===== config.mk =====
export PLATFORM = sky130hd
export DESIGN_NAME = atd_queue
export DESIGN_NICKNAME = d
export VERILOG_FILES = /design/src/rtl/core/atd_pkg.sv /design/src/rtl/core/atd_queue.sv
export SDC_FILE = /design/constraint.sdc
export NUM_CORES = 1
export LEC_CHECK = 0
export ABC_AREA = 0
export ABC_CLOCK_PERIOD_IN_PS = 8090
export CAP_MARGIN = 0
export CORE_ASPECT_RATIO = 1.75
export CORE_MARGIN = 4
export CORE_UTILIZATION = 45
export DETAILED_ROUTE_END_ITERATION = 10
export DONT_BUFFER_PORTS = 1
export PLACE_DENSITY = 0.61
export SLEW_MARGIN = 30
export SYNTH_ARGS = -nofsm -noshare
export SYNTH_HDL_FRONTEND = slang
export SYNTH_SLANG_ARGS = --single-unit

===== constraint.sdc =====
create_clock -name clock -period 8.09 [get_ports clock]
set_clock_uncertainty 0.05 [all_clocks]
set_input_delay 0.4045 -clock clock [delete_from_list [all_inputs] [get_ports clock]]
set_output_delay 0.4045 -clock clock [all_outputs]
set_load 0.005 [all_outputs]

===== src/rtl/core/atd_pkg.sv =====
package atd_pkg;

   localparam int MAX_TRIGGERS = 64;
   localparam int SINE_ENTRIES = 1024;
   localparam int SLOT_W = $clog2(MAX_TRIGGERS);
   localparam int SINE_W = $clog2(SINE_ENTRIES);
   localparam int RESULT_CAP = 64;
   localparam int CNT_W = $clog2(RESULT_CAP + 1);
   localparam int QDEPTH = 8;
   localparam int QPTR_W = $clog2(QDEPTH);
   localparam int QCNT_W = $clog2(QDEPTH + 1);

   localparam logic [1:0] KIND_SPHERE = 2'd1;
   localparam logic [1:0] KIND_BOX = 2'd2;

   localparam longint unsigned PI_Q30 = 64'd3373259426;
   localparam longint unsigned TWO_PI_Q30 = 64'd6746518852;
   localparam longint unsigned HALF_PI_Q30 = 64'd1686629713;

   typedef enum logic [1:0] {
      CMD_CLEAR = 2'd0,
      CMD_LOAD = 2'd1,
      CMD_CHECK = 2'd2,
      CMD_NOP = 2'd3
   } cmd_type;

   typedef enum logic [1:0] {
      OP_CLEAR = 2'd0,
      OP_LOAD = 2'd1,
      OP_NOP = 2'd2,
      OP_SLOT = 2'd3
   } op_type;

   typedef enum logic {
      FS_IDLE = 1'b0,
      FS_SCAN = 1'b1
   } front_state_type;

   typedef struct packed {
      logic [1:0] command;
      logic [5:0] slot;
      logic [31:0] trigger_id;
      logic [31:0] map_id;
      logic [1:0] kind;
      logic signed [23:0] coord_x;
      logic signed [23:0] coord_y;
      logic signed [23:0] coord_z;
      logic [22:0] extent_x;
      logic [22:0] extent_y;
      logic [22:0] extent_z;
      logic signed [15:0] yaw_angle;
   } req_type;

   typedef struct packed {
      logic [31:0] entered_id;
      logic found;
      logic load_ignored;
      logic last;
   } rsp_type;

   typedef struct packed {
      logic [31:0] id;
      logic [1:0] kind;
      logic signed [23:0] center_x;
      logic signed [23:0] center_y;
      logic signed [23:0] center_z;
      logic [22:0] size_x;
      logic [22:0] size_y;
      logic [22:0] size_z;
      logic [15:0] yaw;
   } entry_type;

   // one unit of work travelling from the front through the queue to the back
   typedef struct packed {
      op_type op;
      logic [SLOT_W-1:0] slot;
      logic ign;
      logic hit;
      logic fin;
      logic [31:0] id;
   } job_type;

   typedef logic signed [15:0] sine_rom_type [SINE_ENTRIES];

   // Q1.14 sine table from a Q30 Taylor series, evaluated at elaboration
   function automatic sine_rom_type build_sine_rom();
      sine_rom_type rom;
      longint unsigned a;
      longint unsigned x2;
      longint unsigned term;
      longint unsigned t;
      longint unsigned sr;
      longint s;
      logic neg;
      int k;
      int n;
      for (k = 0; k < SINE_ENTRIES; k++) begin
         a = (TWO_PI_Q30 * 64'(k)) >> SINE_W;
         neg = 1'b0;
         if (a >= PI_Q30) begin
            a = a - PI_Q30;
            neg = 1'b1;
         end
         if (a > HALF_PI_Q30) begin
            a = PI_Q30 - a;
         end
         x2 = (a * a) >> 30;
         term = a;
         s = longint'(a);
         for (n = 1; n <= 7; n++) begin
            t = (term * x2) >> 30;
            case (n)
               1: term = t / 64'd6;
               2: term = t / 64'd20;
               3: term = t / 64'd42;
               4: term = t / 64'd72;
               5: term = t / 64'd110;
               6: term = t / 64'd156;
               default: term = t / 64'd210;
            endcase
            if ((n % 2) == 1) begin
               s = s - longint'(term);
            end else begin
               s = s + longint'(term);
            end
         end
         if (s < 0) begin
            s = 0;
         end
         sr = (64'(s) + 64'd32768) >> 16;
         rom[k] = neg ? -16'(sr) : 16'(sr);
      end
      return rom;
   endfunction

   localparam sine_rom_type SINE_ROM = build_sine_rom();

endpackage


===== src/rtl/core/atd_queue.sv =====
module atd_queue (
   input  logic clock,
   input  logic reset,
   input  logic push,
   input  atd_pkg::job_type push_data,
   input  logic pop,
   output logic head_valid,
   output atd_pkg::job_type head_data
);

   atd_pkg::job_type mem_ff [atd_pkg::QDEPTH];
   logic [atd_pkg::QPTR_W-1:0] wr_ff, rd_ff;
   logic [atd_pkg::QCNT_W-1:0] count_ff;

   always_ff @(posedge clock) begin
      if (reset) begin
         wr_ff <= '0;
         rd_ff <= '0;
         count_ff <= '0;
      end else begin
         if (push) begin
            wr_ff <= wr_ff + 1'b1;
         end
         if (pop) begin
            rd_ff <= rd_ff + 1'b1;
         end
         count_ff <= count_ff + atd_pkg::QCNT_W'(push) - atd_pkg::QCNT_W'(pop);
      end
   end

   always_ff @(posedge clock) begin
      if (push) begin
         mem_ff[wr_ff] <= push_data;
      end
   end

   assign head_valid = count_ff != '0;
   assign head_data = mem_ff[rd_ff];

endmodule


==> metrics.yaml <==
run_status:
  outcome: "completed"
detailed_routing:
  avgRoutedWirePerCell_um: 25.4
  ant_nets: 0
  wl_um: 26500
  vias: 5773
  routed_via_density: 5.53
  post-route-drc-count: 0
  drt-initial-drc-count: 350
  first_pass_iters: 5
logic_synthesis:
  avgSynthCellArea_sq_um: 24.3
  synth_seq_cells: 357
  syn_nets: 621
  synth_area_leader_cell: "edfxtp_1"
  synth_cell_types: 25
  ys_seq_area_share_pct: 76.9
  netlist.area_leader.share_pct: 75.0
  netlist_area_sq_um: 13800
  syn_inst: 566
  yosys_warnings: 0
  synthTopCellsByArea: "edfxtp_1 (75%), mux4_2 (11%), mux2_4 (4.4%), mux4_1 (3.4%), dfxtp_1 (1.9%)"
floorplanning:
  num_rows: 84
  initial_core_util_pct: 45.7
  io_pins: 91
  die_w_um: 140
  core_area_sq_um: 30200
  die_area_sq_um: 33600
  die_h_um: 239
finish:
  ff_latch_area_sq_um: 10600
  layout-drive-gt1-share_pct: 27.9
  mostFrequentLayoutCells: "edfxtp_1 (344), mux4_2 (68), dlygate4sd3_1 (47)"
  final_util_pct: 52.5
  mostFrequentLayoutCell: "edfxtp_1"
  insertedDiodeCount: 0
  finalInstanceArea_sq_um: 15800
  multi_input_area_sq_um: 3010
  fill_cells: 2290
  nNetsFinal: 688
  area_delta_synth_final_pct: 15.0
grt:
  grt_start_max_net_pins: 49
  gr-total-overflow: 0
  antenna_found_initial: 2
  grtUsageTotal_pct: 16.0
  grt_pass1_wl_um: 39800
  grt_pass1_vias: 6401
place:
  port_buffers: 0
  dp_hpwl_um: 14900
  routabilityCongestion: 0.676
  dpl_cell_area_sq_um: 14300
sta:
  finalCritPeriodShare_pct: 41.0
  hold_violations: 0
  rsz0062_at_grt: "no"
  period_minus_slack_ps: 3310
  finalSetupTns_ps: 0
  slew_viol_final: 0
  fmax_mhz: 302
  setup_viol: 0
  worst_pin_slew_ps: 879
  slew_headroom_pct: 41.2
hold_path:
  hold_path_depth: 3
  hold_end: "wr_ff[2]$_SDFFE_PP0P_"
  hp-class: "in -> reg"
  hp-start: "push"
power:
  p_switching_w: 0.000804
  comb_power_share_pct: 7.8
  clockPowerShare_pct: 39.9
  seq_power_share_pct: 52.3
  p_leak_nw: 5.04
  swShare_pct: 19.9
  p_int_w: 0.00323
  vdd_drop_max_uv: 205
  p_per_area_nw_per_um2: 255
clocking:
  cts.sinks: 357
  worstSkewPairLatency_ps: 550
  cts_tree: "built"
  post_cts.repair.setup_buffers: 0
  cts_resized: 0
  cts_root_buf: "clkbuf_16"
  clk_pin_slew_ps: 60
  hold_buffers: 47
  cts_buffer_depth: 3
  numCtsBuffers: 31
  htree_levels: 1
critical_path:
  crit_required_ps: 7640
  cp.arrival_ps: 2860
  startpoint_type: "flop"
  r2r-end: "mem_ff[7][9]$_DFFE_PP_"
  critPathMaxFanout: 36
  rrSetupSlack_ps: 5700
  worstSetupPathType: "reg -> out"
  worstReg2RegStart: "wr_ff[0]$_SDFFE_PP0P_"
  critPathCaptureType: "output port"
  reg2reg_depth: 3
run:
  maxCapViolCount: 0
## area by class of cell
cell class / count / area share (%)
Sequential cell: 357 / 66.9
Multi-Input combinational cell: 176 / 19.0
Clock buffer: 35 / 4.99
Timing Repair Buffer: 60 / 3.79
Tap cell: 387 / 3.06
Clock inverter: 21 / 2.09
Inverter: 7 / 0.166
## per-stage QoR
| stage | setup WS [ps] | total power (W) | hold slack (ps) | cells |
|---|---|---|---|---|
| floorplan | 4100 | 0.00237 | 435 | 566 |
| global placement | 4850 | 0.00242 | 420 | 938 |
| detailed placement | 5270 | 0.00244 | 427 | 940 |
| CTS | 4670 | 0.00409 | 38.2 | 1043 |
| global route | 4570 | 0.00418 | 74.4 | 1043 |
| finish | 4780 | 0.00404 | 60.3 | 1043 |
## power by group through the flow
stage	combinational, W	clock [W]	sequential [W]
finish	0.000314	0.00161	0.00211
global route	0.000343	0.00172	0.00212
CTS	0.000325	0.00165	0.00211
detailed placement	0.000285	0	0.00215
global placement	0.000258	0	0.00216
floorplan	0.000237	0	0.00213
## kinds of logic (layout without fill, tap and decap cells)
logic type      count (synthesis)  in the layout  share of synthesized area [%]
simple gates                   29             29                          0.917
xor+xnor                        5              5                          0.318
fa+ha+maj                       8              8                          0.781
mux                           131            131                           19.3
flops                         357            357                           76.9
buf+inv                        33            123                           1.69
compound gates                  3              3                          0.136
## critical path: stages (launching register included)
cell and delay (ps):
dfxtp_4 650, buf_4 670, mux4_1 640, mux2_4 290
## Yosys cell counts (all sizes together)
cell type  number
mux4           86
xor2            3
nand3           2
dfxtp          13
mux2           43
nand2b          4
mux2i           2
ha              7
xnor2           2
nor2b           1
edfxtp        344
buf            10
fa              1
nor2           16
nor3            2
clkbuf         16
inv             7
nand2           4
a31o            1
a21oi           2
## metal layers
layer	track usage, %	up-vias	routed length, um
met4	4.53	4	527
met3	2.76	41	1080
met2	29.5	115	14700
li1	-	2528	-
met1	19.3	3085	10200
met5	0	-	21
## how the worst max path moves through the flow
stage	slack, ps	end	from
after global routing	4570	head_data[22]	flop
after CTS	4670	head_data[34]	flop
after floorplan	4100	mem_ff[0][0]$_DFFE_PP_	push
after global placement	4850	head_data[34]	flop
final	4780	head_data[22]	flop
after detailed placement	5270	head_data[34]	flop
## sequential cells by signal (all words and copies together) (netlist names), named ones only
name,flops
count_ff,4
mem_ff,344
rd_ff,3
wr_ff,3
Power figures use the tool's default switching activity.
