<file path="src/rtl/core/atd_pkg.sv">
package atd_pkg;

   localparam int MAX_TRIGGERS = 64;
   localparam int SINE_ENTRIES = 1024;
   localparam int SLOT_W = $clog2(MAX_TRIGGERS);
   localparam int SINE_W = $clog2(SINE_ENTRIES);
   localparam int RESULT_CAP = 64;
   localparam int CNT_W = $clog2(RESULT_CAP + 1);
   localparam int QDEPTH = 8;
   localparam int QPTR_W = $clog2(QDEPTH);
   localparam int QCNT_W = $clog2(QDEPTH + 1);

   localparam logic [1:0] KIND_SPHERE = 2'd1;
   localparam logic [1:0] KIND_BOX = 2'd2;

   localparam longint unsigned PI_Q30 = 64'd3373259426;
   localparam longint unsigned TWO_PI_Q30 = 64'd6746518852;
   localparam longint unsigned HALF_PI_Q30 = 64'd1686629713;

   typedef enum logic [1:0] {
      CMD_CLEAR = 2'd0,
      CMD_LOAD = 2'd1,
      CMD_CHECK = 2'd2,
      CMD_NOP = 2'd3
   } cmd_type;

   typedef enum logic [1:0] {
      OP_CLEAR = 2'd0,
      OP_LOAD = 2'd1,
      OP_NOP = 2'd2,
      OP_SLOT = 2'd3
   } op_type;

   typedef enum logic {
      FS_IDLE = 1'b0,
      FS_SCAN = 1'b1
   } front_state_type;

   typedef struct packed {
      logic [1:0] command;
      logic [5:0] slot;
      logic [31:0] trigger_id;
      logic [31:0] map_id;
      logic [1:0] kind;
      logic signed [23:0] coord_x;
      logic signed [23:0] coord_y;
      logic signed [23:0] coord_z;
      logic [22:0] extent_x;
      logic [22:0] extent_y;
      logic [22:0] extent_z;
      logic signed [15:0] yaw_angle;
   } req_type;

   typedef struct packed {
      logic [31:0] entered_id;
      logic found;
      logic load_ignored;
      logic last;
   } rsp_type;

   typedef struct packed {
      logic [31:0] id;
      logic [1:0] kind;
      logic signed [23:0] center_x;
      logic signed [23:0] center_y;
      logic signed [23:0] center_z;
      logic [22:0] size_x;
      logic [22:0] size_y;
      logic [22:0] size_z;
      logic [15:0] yaw;
   } entry_type;

   // one unit of work travelling from the front through the queue to the back
   typedef struct packed {
      op_type op;
      logic [SLOT_W-1:0] slot;
      logic ign;
      logic hit;
      logic fin;
      logic [31:0] id;
   } job_type;

   typedef logic signed [15:0] sine_rom_type [SINE_ENTRIES];

   // Q1.14 sine table from a Q30 Taylor series, evaluated at elaboration
   function automatic sine_rom_type build_sine_rom();
      sine_rom_type rom;
      longint unsigned a;
      longint unsigned x2;
      longint unsigned term;
      longint unsigned t;
      longint unsigned sr;
      longint s;
      logic neg;
      int k;
      int n;
      for (k = 0; k < SINE_ENTRIES; k++) begin
         a = (TWO_PI_Q30 * 64'(k)) >> SINE_W;
         neg = 1'b0;
         if (a >= PI_Q30) begin
            a = a - PI_Q30;
            neg = 1'b1;
         end
         if (a > HALF_PI_Q30) begin
            a = PI_Q30 - a;
         end
         x2 = (a * a) >> 30;
         term = a;
         s = longint'(a);
         for (n = 1; n <= 7; n++) begin
            t = (term * x2) >> 30;
            case (n)
               1: term = t / 64'd6;
               2: term = t / 64'd20;
               3: term = t / 64'd42;
               4: term = t / 64'd72;
               5: term = t / 64'd110;
               6: term = t / 64'd156;
               default: term = t / 64'd210;
            endcase
            if ((n % 2) == 1) begin
               s = s - longint'(term);
            end else begin
               s = s + longint'(term);
            end
         end
         if (s < 0) begin
            s = 0;
         end
         sr = (64'(s) + 64'd32768) >> 16;
         rom[k] = neg ? -16'(sr) : 16'(sr);
      end
      return rom;
   endfunction

   localparam sine_rom_type SINE_ROM = build_sine_rom();

endpackage

</file>
<file path="src/rtl/core/atd_back.sv">
module atd_back (
   input  logic clock,
   input  logic reset,
   input  logic head_valid,
   input  atd_pkg::job_type head_data,
   output logic pop,
   output logic rsp_valid,
   input  logic rsp_ready,
   output atd_pkg::rsp_type rsp_data
);

   logic [atd_pkg::MAX_TRIGGERS-1:0] marks_ff;
   logic flush_ff;
   logic pend_v_ff;
   logic [31:0] pend_id_ff;
   logic [atd_pkg::CNT_W-1:0] cnt_ff;
   logic rsp_valid_ff;
   atd_pkg::rsp_type rsp_ff, rsp_in;
   logic out_free, emit, entered;

   assign out_free = !rsp_valid_ff || rsp_ready;
   assign entered = (head_data.op == atd_pkg::OP_SLOT) && head_data.hit
                    && !marks_ff[head_data.slot]
                    && (cnt_ff < atd_pkg::CNT_W'(atd_pkg::RESULT_CAP));

   always_comb begin
      emit = 1'b0;
      pop = 1'b0;
      rsp_in = '0;
      if (flush_ff) begin
         // close the check: pending hit goes out last, or a bare ack
         emit = 1'b1;
         rsp_in.last = 1'b1;
         if (pend_v_ff) begin
            rsp_in.entered_id = pend_id_ff;
            rsp_in.found = 1'b1;
         end
      end else if (head_valid) begin
         if (head_data.op == atd_pkg::OP_SLOT) begin
            emit = entered && pend_v_ff;
            rsp_in.entered_id = pend_id_ff;
            rsp_in.found = 1'b1;
         end else begin
            emit = 1'b1;
            rsp_in.load_ignored = head_data.ign;
            rsp_in.last = 1'b1;
         end
         pop = !emit || out_free;
      end
   end

   always_ff @(posedge clock) begin
      if (reset) begin
         marks_ff <= '0;
         flush_ff <= 1'b0;
         pend_v_ff <= 1'b0;
         cnt_ff <= '0;
         rsp_valid_ff <= 1'b0;
      end else begin
         if (emit && out_free) begin
            rsp_valid_ff <= 1'b1;
         end else if (rsp_ready) begin
            rsp_valid_ff <= 1'b0;
         end
         if (flush_ff && out_free) begin
            flush_ff <= 1'b0;
            pend_v_ff <= 1'b0;
            cnt_ff <= '0;
         end
         if (pop) begin
            case (head_data.op)
               atd_pkg::OP_CLEAR: marks_ff <= '0;
               atd_pkg::OP_LOAD: begin
                  if (head_data.hit) begin
                     marks_ff[head_data.slot] <= 1'b0;
                  end
               end
               atd_pkg::OP_SLOT: begin
                  marks_ff[head_data.slot] <= head_data.hit;
                  if (entered) begin
                     pend_v_ff <= 1'b1;
                     cnt_ff <= cnt_ff + 1'b1;
                  end
                  if (head_data.fin) begin
                     flush_ff <= 1'b1;
                  end
               end
               default: marks_ff <= marks_ff;
            endcase
         end
      end
   end

   always_ff @(posedge clock) begin
      if (emit && out_free) begin
         rsp_ff <= rsp_in;
      end
      if (pop && entered) begin
         pend_id_ff <= head_data.id;
      end
   end

   assign rsp_valid = rsp_valid_ff;
   assign rsp_data = rsp_ff;

endmodule

</file>
<file path="config.mk">
export PLATFORM = sky130hd
export DESIGN_NAME = atd_back
export DESIGN_NICKNAME = d
export VERILOG_FILES = /design/src/rtl/core/atd_pkg.sv /design/src/rtl/core/atd_back.sv
export SDC_FILE = /design/constraint.sdc
export NUM_CORES = 1
export LEC_CHECK = 0
export BUFFER_PORTS_ARGS = -buffer_cell sky130_fd_sc_hd__clkbuf_2
export CORE_AREA = 2 2 113 126
export CTS_BUF_LIST = sky130_fd_sc_hd__clkbuf_2 sky130_fd_sc_hd__clkbuf_4 sky130_fd_sc_hd__clkbuf_8
export DETAILED_ROUTE_END_ITERATION = 12
export DIE_AREA = 0 0 115 128
export PLACE_DENSITY_LB_ADDON = 0.08
export SYNTH_ARGS = -nofsm -noshare
export SYNTH_HDL_FRONTEND = slang
export SYNTH_SLANG_ARGS = --single-unit
</file>
<file path="constraint.sdc">
create_clock -name clock -period 5.65 [get_ports clock]
set_input_delay 0 -clock clock [delete_from_list [all_inputs] [get_ports clock]]
set_output_delay 0 -clock clock [all_outputs]
set_load 0.1 [all_outputs]
</file>
==> results of run 1 <==
-- worst reg2reg max path, delay by kind of cell, from the launching register on --
family,cells,cell delay [ns]
buffers and inverters,1,0.91
AND/OR/NAND/NOR,4,1.17
flip-flops,1,0.34
multiplexers,2,0.74
-- layout make-up --
cell class / count / area [um^2]
clock buffers: 20 / 256
fillers: 1156 / 5680
well taps: 164 / 205
multi-input cells: 413 / 2800
inverters: 12 / 45.0
clock inverters: 12 / 186
flip-flops and latches: 141 / 3490
repair buffers: 129 / 856
-- kinds of logic (layout without fill, tap and decap cells) --
family | count (synthesis) | count (layout) | synth area share (%)
muxes | 17 | 17 | 3.20
AOI/OAI and AO/OA | 242 | 242 | 25.5
DFF | 141 | 141 | 52.9
adders and majority gates | 1 | 1 | 0.190
and+or+nand+nor | 153 | 153 | 13.1
buffers and inverters | 66 | 173 | 5.08
-- how the worst max path moves through the flow --
stage / from / endpoint / slack (ns) / depth (start not counted)
2_1_floorplan: marks_ff[15]$_SDFFE_PP0P_ / rsp_data[0]$_SDFFCE_PP1P_ / 0.98 / 7
3_3_place_gp: head_data[35] / pend_id_ff[28]$_DFFE_PP_ / 1.79 / 8
3_5_place_dp: head_data[35] / pend_id_ff[28]$_DFFE_PP_ / 1.61 / 8
4_1_cts: marks_ff[14]$_SDFFE_PP0P_ / pend_id_ff[22]$_DFFE_PP_ / 2.03 / 7
5_1_grt: marks_ff[14]$_SDFFE_PP0P_ / pend_id_ff[22]$_DFFE_PP_ / 1.82 / 7
6_report: marks_ff[14]$_SDFFE_PP0P_ / pend_id_ff[22]$_DFFE_PP_ / 2.08 / 7
-- synth_stat cells (all sizes together), types with 5 or more instances --
master / number / area share [%]
nor2b: 40 / 3.8
buf: 17 / 2.3
nand3: 17 / 1.3
nand2: 24 / 1.4
nor2: 23 / 1.3
nand3b: 5 / 0.57
a21oi: 73 / 5.5
nor3: 6 / 0.45
clkbuf: 37 / 2.1
or4: 6 / 0.68
inv: 12 / 0.68
dfxtp: 74 / 22
nand2b: 10 / 1.1
o41ai: 11 / 1.5
edfxtp: 67 / 30
mux2i: 11 / 1.7
o311ai: 68 / 9.0
o21ai: 60 / 5.0
-- registers in the layout, summed over array words and instances (netlist names) --
signal      count
flush_ff        1
cnt_ff          7
marks_ff       64
pend_v_ff       1
rsp_data       35
rsp_valid       1
pend_id_ff     32
-- layer usage --
metal  routed length [um]  GRT usage (%)  up-vias  part of all wire, %
met4                  848           15.8        0                  4.5
met2                 8890           40.6      298                   47
met3                 1410           5.96       68                  7.4
li1                     -              -     2621                    -
met1                 7830           34.1     2689                   41
met5                    0              0        -                    0
-- report_power, final --
group,internal [W],switching [W]
logic,0.0000687,0.000230
clock network,0.000500,0.000401
registers,0.00109,0.00000624
total,0.00166,0.000637
-- metrics by stage --
stage / hold slack (ns) / power, W
4_1_cts: 0.133 / 0.00232
6_report: 0.166 / 0.00230
5_1_grt: 0.152 / 0.00239
3_5_place_dp: 0.179 / 0.00140
2_1_floorplan: 0.0989 / 0.00134
3_3_place_gp: 0.179 / 0.00139
-- timing repair --
item | 4_1_cts | 5_1_grt
hold buffers | 38 | 0
gates resized for setup | 0 | 0
setup endpoints to repair | 0 | 0
endpoints found under the hold margin | 42 | 0
==> impl_metrics.json, run 1 <==
{
  "cts_sinks": 141,
  "ys_seq_elements": 141,
  "max_freq_ghz": 0.280,
  "totalWireLength_um": 19000,
  "worst_pin_slew_ns": 1.24,
  "min_path_cells": 3,
  "cts_tree": "yes",
  "dieWidth_um": 115,
  "synth_nets": 668,
  "yosysSeqAreaShare_pct": 52.9,
  "fin_nets": 762,
  "core_um2": 13500,
  "regToRegStartpoint": "marks_ff[14]$_SDFFE_PP0P_",
  "setup_violations": 0,
  "relSlewSlack_pct": 16.8,
  "die_y_um": 128,
  "maxCapViolations": 0,
  "port_buffers": 83,
  "hp-start": "head_data[42]",
  "place_area_um2": 7010,
  "end_kind": "register",
  "crit_required_ns": 5.73,
  "post-route-util_pct": 58.0,
  "start_util_pct": 48.9,
  "r2r-end": "pend_id_ff[22]$_DFFE_PP_",
  "gp_congestion": 0.948,
  "final_cell_area_um2": 7840,
  "cts.path.max_buffers": 2,
  "min_to": "rsp_data[0]$_SDFFCE_PP1P_",
  "drc": 0,
  "skew_ns": 0.0134,
  "startpoint_type": "register",
  "post_synth.cell_area_avg_um2": 10.6,
  "h-tree-depth": 4,
  "path_clk_slew_ns": 0.08,
  "grt_usage_pct": 26.5,
  "dp.cells": 821,
  "outcome": "finished, final reports clean",
  "ys_types": 61,
  "area_growth_pct": 18.7,
  "numCtsBuffers": 17,
  "netlist_area_um2": 6600,
  "critPathBufInv": 1,
  "p_per_area_nw_per_um2": 293,
  "rows": 45,
  "async_reset_ff_share_pct": 0,
  "root_buffer": "clkbuf_8",
  "ys.warnings.count": 0,
  "dieArea_um2": 14700,
  "final_cell_mix": "clkbuf_2 (83), dfxtp_1 (74), a21oi_1 (72)",
  "synth_flop_cell": "dfxtp_1",
  "p_leak_nw": 2.71,
  "tns_ns": 0,
  "crit_slowest_cell": "inv_1",
  "r2r_slack_ns": 2.08,
  "path_cells": "mux4_2, mux2_2, nand3_1, nand3_1, nor4_1, nand2_1, inv_1",
  "worstPathArrival_ns": 3.64,
  "final_common_cell": "clkbuf_2",
  "antenna_cells": 0,
  "ios": 84,
  "fin_crit_ns": 3.57,
  "period_share_pct": 63.1,
  "netlist_instances": 620,
  "worst_path_most_repeated_cell": "nand3_1",
  "hold_violations": 0,
  "avgRoutedWirePerCell_um": 21.3,
  "layout_setup_ws_ns": 2.08,
  "post-place-ws_ns": 1.61,
  "num_vias": 5676,
  "synth_edf_count": 67,
  "finalMaxSlewViolations": 0,
  "drive_gt1_share_pct": 21.0,
  "hold_class": "input port to register",
  "grt_pass1_vias": 5462,
  "grt_pass1_wl_um": 29500,
  "firstDrtPassIters": 5,
  "dp_hpwl_um": 11700,
  "path_class": "register to register",
  "routed_via_density": 6.37,
  "rsz0062_at_grt": "false",
  "clk_latency_ns": 0.46,
  "ff2ff_path_depth": 7,
  "antenna_found_initial": 0,
  "grt-ovfl-total": 0,
  "drt_iter0_drc": 568,
  "grt_max_degree": 71,
  "cp_max_fo": 32,
  "post_cts_buffers": 0,
  "cpPeakStageDelay_ns": 0.91,
  "stdcell_count": 891,
  "vdd_drop_max_mv": 0.124,
  "cp_top_family": "simple AND/OR/NAND/NOR gates",
  "ant_nets": 0
}
Note: power is estimated with default switching activity, not from simulation.
==> run 2: changes to the inputs <==
ABC_AREA = 1   (was unset)
CORE_AREA = 2 2 121 135   (was 2 2 113 126)
DIE_AREA = 0 0 123 137   (was 0 0 115 128)
clock period = 3.5 ns   (was 5.65 ns; I/O delays follow)
==> impl_metrics.json, run 2 <==
{
  "outcome": "finished, final reports clean",
  "grtUsageMet2_pct": 42.2,
  "drive_gt1_share_pct": 14.0,
  "totalWireLength_um": 19900,
  "final_cell_mix": "nand2_1 (305), nor2_1 (165), inv_1 (162)",
  "cts.path.max_buffers": 2,
  "skew_ns": 0.0139,
  "finalMaxSlewViolations": 0,
  "crit_required_ns": 3.50,
  "synth_area_leader_cell": "edfxtp_1",
  "firstDrtPassIters": 5,
  "synth_flop_cell": "dfxtp_1",
  "tns_ns": 0,
  "vdd_drop_max_mv": 0.254,
  "rsz0062_at_grt": "false",
  "drt_iter0_drc": 497,
  "cts_tree": "yes",
  "ys_seq_elements": 141,
  "start_util_pct": 49.1,
  "startpoint": "marks_ff[57]$_SDFFE_PP0P_",
  "p_leak_nw": 4.28,
  "cp_max_fo": 22,
  "setup_violations": 0,
  "fin_crit_ns": 2.71,
  "grt_pass1_wl_um": 32300,
  "num_vias": 7058,
  "antenna_found_initial": 0,
  "port_buffers": 83,
  "synth_edf_count": 67,
  "rows": 48,
  "r2r_slack_ns": 0.83,
  "die_y_um": 137,
  "h-tree-depth": 4,
  "ff2ff_path_depth": 14,
  "post_synth.cell_area_avg_um2": 6.94,
  "yosysSeqAreaShare_pct": 46.0,
  "worst_pin_slew_ns": 0.967,
  "worstPathArrival_ns": 2.71,
  "groute.layer.met3.usage_pct": 4.42,
  "ys.warnings.count": 0,
  "grt_pass1_vias": 6428,
  "clk_latency_ns": 0.47,
  "grt-ovfl-total": 0,
  "hold_violations": 0,
  "routed_via_density": 5.00,
  "fin_nets": 1247,
  "end_kind": "primary output",
  "path_clk_slew_ns": 0.09,
  "netlist_area_um2": 7600,
  "yosys-top-cells-count": "nand2_1 (305), nor2_1 (166), inv_1 (163)",
  "stdcell_count": 1412,
  "final_common_cell": "nand2_1",
  "dieWidth_um": 123,
  "path_class": "register to primary output",
  "r2r-end": "flush_ff$_SDFF_PP0_",
  "numCtsBuffers": 17,
  "regToRegStartpoint": "marks_ff[57]$_SDFFE_PP0P_",
  "endpoint": "pop",
  "netlist_instances": 1095,
  "grt_use_met1_pct": 31.1,
  "core_um2": 15500,
  "dp_hpwl_um": 12500,
  "ios": 84,
  "largest_reg_flops": 64,
  "final_cell_area_um2": 8940,
  "ant_nets": 0,
  "area_growth_pct": 17.6,
  "ys_top_cells_by_area": "edfxtp_1 (26%), dfxtp_1 (19%), nand2_1 (15%)",
  "p_per_area_nw_per_um2": 440,
  "hold_class": "input port to register",
  "max_freq_ghz": 0.368,
  "relSlewSlack_pct": 35.5,
  "avgRoutedWirePerCell_um": 14.1,
  "dp.cells": 1343,
  "cts_sinks": 141,
  "n_fill_cell": 1459,
  "grt_usage_pct": 24.6,
  "period_share_pct": 77.6,
  "top_register": "marks_ff",
  "root_buffer": "clkbuf_8",
  "ys_types": 27,
  "drc": 0,
  "async_reset_ff_share_pct": 0,
  "gp_congestion": 0.852,
  "grt_max_degree": 43,
  "maxCapViolations": 0,
  "busiest_layer": "met2",
  "antenna_cells": 0,
  "dieArea_um2": 16900,
  "startpoint_type": "register",
  "place_area_um2": 8180,
  "synth_nets": 1143,
  "synth_top_area_share_pct": 26.5,
  "yosysMostFrequentCell": "nand2_1"
}
[run 2: cells by family (layout without fill, tap and decap cells)]
group	count (synthesis)	after routing	synth area share, %
flops	141	141	46.0
compound gates	120	120	8.03
fa+ha+maj	1	1	0.165
xor+xnor	5	5	0.576
simple gates	592	592	32.7
buf+inv	236	353	12.6
[run 2: routing by layer]
layer / share of wire [%] / vias to the layer above / wire (um)
met1: 44 / 3183 / 8800
li1: - / 3629 / -
met5: 0 / - / 0
met4: 1.9 / 0 / 387
met3: 5.5 / 30 / 1100
met2: 48 / 216 / 9600
[run 2: through the flow]
stage	setup WS [ns]	hold WS (ns)	util, %	total power [W]
4_1_cts	0.777	0.00834	57.7	0.00396
2_1_floorplan	0.244	0.0989	-	0.00246
5_1_grt	0.560	0.0356	57.7	0.00413
3_5_place_dp	0.821	0.179	52.8	0.00262
6_report	0.785	0.0278	57.7	0.00394
3_3_place_gp	0.836	0.177	52.8	0.00262
[run 2: worst min path at each step]
stage	end	cells after the start	startpoint	slack [ns]
after floorplan	pend_id_ff[0]$_DFFE_PP_	0	head_data[0]	0.1
after global placement	pend_id_ff[26]$_DFFE_PP_	1	head_data[26]	0.18
after detailed placement	pend_id_ff[1]$_DFFE_PP_	1	head_data[1]	0.18
after CTS	rsp_valid$_SDFFE_PP0P_	4	rsp_ready	0.008
after global routing	rsp_valid$_SDFFE_PP0P_	4	rsp_ready	0.04
final	rsp_valid$_SDFFE_PP0P_	4	rsp_ready	0.03
[run 2: final cells by class]
cell class,count,area [um^2],share of cell area [%]
Timing Repair Buffer,141,956,10.7
Clock buffer,17,234,2.62
Multi-Input combinational cell,718,3180,35.6
Inverter,180,676,7.56
Clock inverter,15,154,1.72
Sequential cell,141,3490,39.1
Tap cell,200,250,2.80
[run 2: worst max-delay path, stage by stage (launching register included)]
cell and delay, ns:
dfxtp_1 0.31, inv_1 0.09, nand2_1 0.07, nand3_1 0.11, nand2_1 0.07, o21ai_1 0.13, nand2_1 0.06, nor2_1 0.27
nand3_2 0.11, nand2_2 0.10, nand2_4 0.17, nand2_1 0.30, inv_1 0.07, clkbuf_2 0.37
[run 2: where the power goes]
part           switching [W]  internal, W
clock               0.000727     0.000586
sequential         0.0000360      0.00182
combinational       0.000561     0.000207
[run 2: timing repair]
| action | in CTS | in global routing |
|---|---|---|
| gates resized for setup | 0 | 0 |
| setup buffers | 0 | 0 |
| hold buffers | 37 | 0 |
| endpoints found under the hold margin | 43 | 0 |
